===== src/rtl/hvd_pkg.sv =====
// ----------------------------------------------------------------------------
// hvd_pkg
// Shared constants, types and the arctangent table of the haversine
// distance pipeline.
// ----------------------------------------------------------------------------
package hvd_pkg;

    // angle input format
    localparam int ANGLE_FRAC_BITS = 20;
    localparam int TURN_SHIFT      = ANGLE_FRAC_BITS + 8;

    // datapath width of the cordic units
    localparam int CW = 36;
    typedef logic signed [CW-1:0] t_cw;

    localparam int CORDIC_STEPS = 28;
    localparam int SQRT_STEPS   = 31;

    // cycles through each unit
    localparam int SC_LAT    = CORDIC_STEPS + 2;
    localparam int SQ_LAT    = SQRT_STEPS + 1;
    localparam int AT_LAT    = CORDIC_STEPS + 2;
    localparam int LAT_TOTAL = 2 + SC_LAT + 4 + SQ_LAT + AT_LAT + 2;

    // degrees to binary angle, 2^32 per turn
    localparam logic signed [63:0] DEG_TO_TURN_HALF = 64'sd1527099483;
    localparam logic signed [63:0] DEG_TO_TURN_FULL = 64'sd3054198966;

    localparam logic [29:0] CORDIC_GAIN_Q30 = 30'd652032874;
    localparam logic [30:0] ONE_Q30         = 31'h4000_0000;
    localparam logic [63:0] DIST_SCALE      = 64'd5246834913;
    localparam logic [30:0] DIST_MAX        = 31'd1311708728;

    // atan(2^-i) in binary angle units
    function automatic logic [29:0] turn_atan(input logic [4:0] idx);
        logic [29:0] v;
        case (idx)
            5'd0:    v = 30'd536870912;
            5'd1:    v = 30'd316933406;
            5'd2:    v = 30'd167458907;
            5'd3:    v = 30'd85004756;
            5'd4:    v = 30'd42667331;
            5'd5:    v = 30'd21354465;
            5'd6:    v = 30'd10679838;
            5'd7:    v = 30'd5340245;
            5'd8:    v = 30'd2670163;
            5'd9:    v = 30'd1335087;
            5'd10:   v = 30'd667544;
            5'd11:   v = 30'd333772;
            5'd12:   v = 30'd166886;
            5'd13:   v = 30'd83443;
            5'd14:   v = 30'd41722;
            5'd15:   v = 30'd20861;
            5'd16:   v = 30'd10430;
            5'd17:   v = 30'd5215;
            5'd18:   v = 30'd2608;
            5'd19:   v = 30'd1304;
            5'd20:   v = 30'd652;
            5'd21:   v = 30'd326;
            5'd22:   v = 30'd163;
            5'd23:   v = 30'd81;
            5'd24:   v = 30'd41;
            5'd25:   v = 30'd20;
            5'd26:   v = 30'd10;
            5'd27:   v = 30'd5;
            default: v = 30'd0;
        endcase
        return v;
    endfunction

endpackage


===== src/rtl/hvd_isqrt.sv =====
// ----------------------------------------------------------------------------
// hvd_isqrt
// Pipelined restoring integer square root, one result bit per stage.
// ----------------------------------------------------------------------------
module hvd_isqrt (
    input  logic        i_clk,
    input  logic        i_en,
    input  logic [60:0] i_val,
    output logic [30:0] o_root
);
    import hvd_pkg::*;

    logic [61:0] r_v [0:SQRT_STEPS];
    logic [61:0] r_r [0:SQRT_STEPS];
    logic [61:0] n_v [0:SQRT_STEPS];
    logic [61:0] n_r [0:SQRT_STEPS];

    // one trial subtraction per stage
    always_comb begin
        logic [61:0] bitv;
        logic [61:0] sum;
        n_v[0] = {1'b0, i_val};
        n_r[0] = '0;
        for (int k = 0; k < SQRT_STEPS; k++) begin
            bitv = 62'd1 << (60 - 2 * k);
            sum  = r_r[k] + bitv;
            if (r_v[k] >= sum) begin
                n_v[k+1] = r_v[k] - sum;
                n_r[k+1] = (r_r[k] >> 1) + bitv;
            end else begin
                n_v[k+1] = r_v[k];
                n_r[k+1] = r_r[k] >> 1;
            end
        end
    end

    always_ff @(posedge i_clk) begin
        if (i_en) begin
            r_v <= n_v;
            r_r <= n_r;
        end
    end

    assign o_root = r_r[SQRT_STEPS][30:0];

endmodule


===== config.mk =====
export PLATFORM = sky130hd
export DESIGN_NAME = hvd_isqrt
export DESIGN_NICKNAME = d
export VERILOG_FILES = /design/src/rtl/hvd_pkg.sv /design/src/rtl/hvd_isqrt.sv
export SDC_FILE = /design/constraint.sdc
export NUM_CORES = 2
export LEC_CHECK = 0
export BUFFER_PORTS_ARGS = -buffer_cell sky130_fd_sc_hd__buf_2
export CAP_MARGIN = 15
export CORE_ASPECT_RATIO = 0.7
export CORE_UTILIZATION = 40
export DETAILED_ROUTE_END_ITERATION = 8
export PLACE_DENSITY = 0.59
export RECOVER_POWER = 50
export SYNTH_ARGS = -nofsm -noshare
export SYNTH_HDL_FRONTEND = slang
export SYNTH_SLANG_ARGS = --single-unit
export TNS_END_PERCENT = 30

===== constraint.sdc =====
create_clock -name i_clk -period 8.9 [get_ports i_clk]
set_input_delay 0.89 -clock i_clk [delete_from_list [all_inputs] [get_ports i_clk]]
set_output_delay 0.89 -clock i_clk [all_outputs]
set_load 0.05 [all_outputs]

==> out/metrics.yaml <==
avgSynthCellArea_um2: 12.7
critPathLaunchType: "input port"
cts_hold_repair.buffers: 0
initial_core_util: 0.402
fin_skew_ps: 109
clock_path_buffers: 4
place_inst: 12900
num_io_pins: 94
required_ps: 9410
min_path_type: "input port to flop"
async_reset_ff_frac: 0
finalCriticalPeriod_ps: 6320
place_congestion: 0.968
cts.sinks: 2417
crit_arrival_ps: 6830
stdcell_count: 13300
hold_viol: 0
wl_mm: 304
nFillCells: 25500
die_x_um: 642
grt_overflow: 0
grt_antenna_before_repair: 24
p_leak_nw: 47.4
irDropWorstVdd_uv: 214
clk_pin_slew_ps: 70
slowest_delay_ps: 4590
syn_inst: 9039
ys_types: 89
cts_resized: 0
track_usage: 0.205
critPathKind: "input port to flop"
fmax_mhz: 158
maxCapViolCount: 7
ys.flop_type: "edfxtp_1"
clock_latency_ps: 980
first_pass_iters: 6
powerDensity_mw_per_mm2: 261
wire_per_inst_um: 22.8
hold_start: "i_val[60]"
root_buffer: "clkbuf_16"
setup_viol: 0
numPortBuffers: 93
core_mm2: 0.285
via_per_inst: 5.55
postCtsSetupRepairBufs: 0
status: "complete, but fails checks"
final_common_cell: "edfxtp_1"
drtIter0Drc: 8454
fp.dieH_um: 450
grt_pass1_vias: 69500
vias: 73900
ant_nets: 0
synth-seq-area-share: 0.632
synth-seq-cells: 2417
worstMarginPinSlew_ps: 6200
cts_tree: "done"
synth_area_mm2: 0.115
die_area_mm2: 0.289
crit_fanout: 127
grt_first_pass_wirelength_mm: 453
maxSlewHeadroom: -3.13
cp_slowest_cell: "clkdlybuf4s25_1"
ff2ff_setup_slack_ps: 3850
rsz0062_at_grt: "no"
finalMaxSlewViolations: 786
dp_hpwl_mm: 231
cts_made_buffers: 242
endpoint_kind: "flop"
path_cells: "buf_12 -> clkdlybuf4s25_1 -> buf_4"
violations: "capacitance limit, slew limit"
period_share: 0.710
reg2reg_from: "r_v[132]"
cts.htree.levels: 4
drive_gt1_frac: 0.0758
grt_max_degree: 218
startpoint: "i_en"
nNetsFinal: 9873
layout_common_cells: "edfxtp_1 (2417), inv_1 (666), nor2_1 (597)"
route.detailed.drc: 0
fin_setup_tns_ps: 0
fp-row-count: 164
ys_warn_count: 0
area_growth_pct: 11.8
synth_edf_count: 2417
## metal layers
metal / part of all wire / GRT usage / vias to the layer above
li1: - / - / 34400
met1: 0.52 / 0.341 / 36300
met2: 0.37 / 0.261 / 2756
met3: 0.10 / 0.0548 / 336
met4: 0.015 / 0.0345 / 8
met5: 0.00086 / 0 / -
## critical path, delay by kind of cell
family / cells / cell delay [ps]
buffers and inverters: 3 / 5830
## sequential cells by signal, indices dropped and copies added (netlist names)
name and count:
r_r 465, o_root 31, r_v 1921
## power breakdown
part | leakage (nW) | internal [mW] | switching (mW)
logic | 20.2 | 2.78 | 4.43
clock network | 3.97 | 6.11 | 4.48
registers | 23.3 | 14.4 | 1.27
total | 47.4 | 23.3 | 10.2
## kinds of logic (layout without fill, tap and decap cells)
logic type	after synthesis	in the layout	synth area share
flip-flops	2417	2417	0.632
XOR/XNOR	826	826	0.0630
other	1	10	0.0000327
AND/OR/NAND/NOR	2643	2643	0.119
buffers and inverters	841	1285	0.0278
AO/OA/AOI/OAI	1701	1701	0.0930
multiplexers	87	87	0.00846
adder cells (fa/ha/maj)	523	523	0.0570
## path summary, 6_finish.rpt
check | endpoint | cells after the start
worst max-delay path | r_v[421] | 3
worst min-delay path | r_v[1982] | 1
worst max register to register | r_v[117] | 11
worst min register to register | r_v[1862] | 0
## through the flow
step	hold WS, ps	util	worst slack (ps)	total power, mW	instance area (um^2)
2_1_floorplan	400	-	5500	20.1	115000
3_3_place_gp	402	0.421	2240	22.8	120000
3_5_place_dp	406	0.421	3830	22.9	120000
4_1_cts	12.9	0.450	3800	33.6	128000
5_1_grt	32.8	0.450	1850	35.0	128000
6_report	83.9	0.450	2580	33.5	128000
## layout make-up
| class | count | area (um^2) | share of cell area |
|---|---|---|---|
| diodes | 8 | 20.0 | 0.000156 |
| clock buffers | 265 | 6180 | 0.0482 |
| clock inverters | 176 | 1970 | 0.0154 |
| inverters | 671 | 2520 | 0.0196 |
| multi-input cells | 5782 | 39200 | 0.305 |
| flip-flops and latches | 2417 | 72600 | 0.565 |
| well taps | 3818 | 4780 | 0.0372 |
| repair buffers | 173 | 1160 | 0.00907 |
## Yosys cell counts, drive strengths merged (43+ instances only)
cell type	number	area, um^2
edfxtp	2417	72600
inv	670	2510
nor2	600	2250
a21oi	567	2840
nand2	551	2070
ha	523	6540
xnor2	435	3810
o21ai	397	1990
xor2	391	3420
nor4	290	1830
nor3	264	1320
a21o	193	1450
nand4	155	970
nand3	145	726
clkbuf	140	526
or3	106	663
nand2b	99	619
o21a	89	668
mux2	80	901
nor2b	72	450
or4	61	458
a211oi	54	410
o31ai	54	405
o21bai	51	383
and3	46	288
nor4b	44	385
and2	43	269
(Power assumes the default switching activity.)
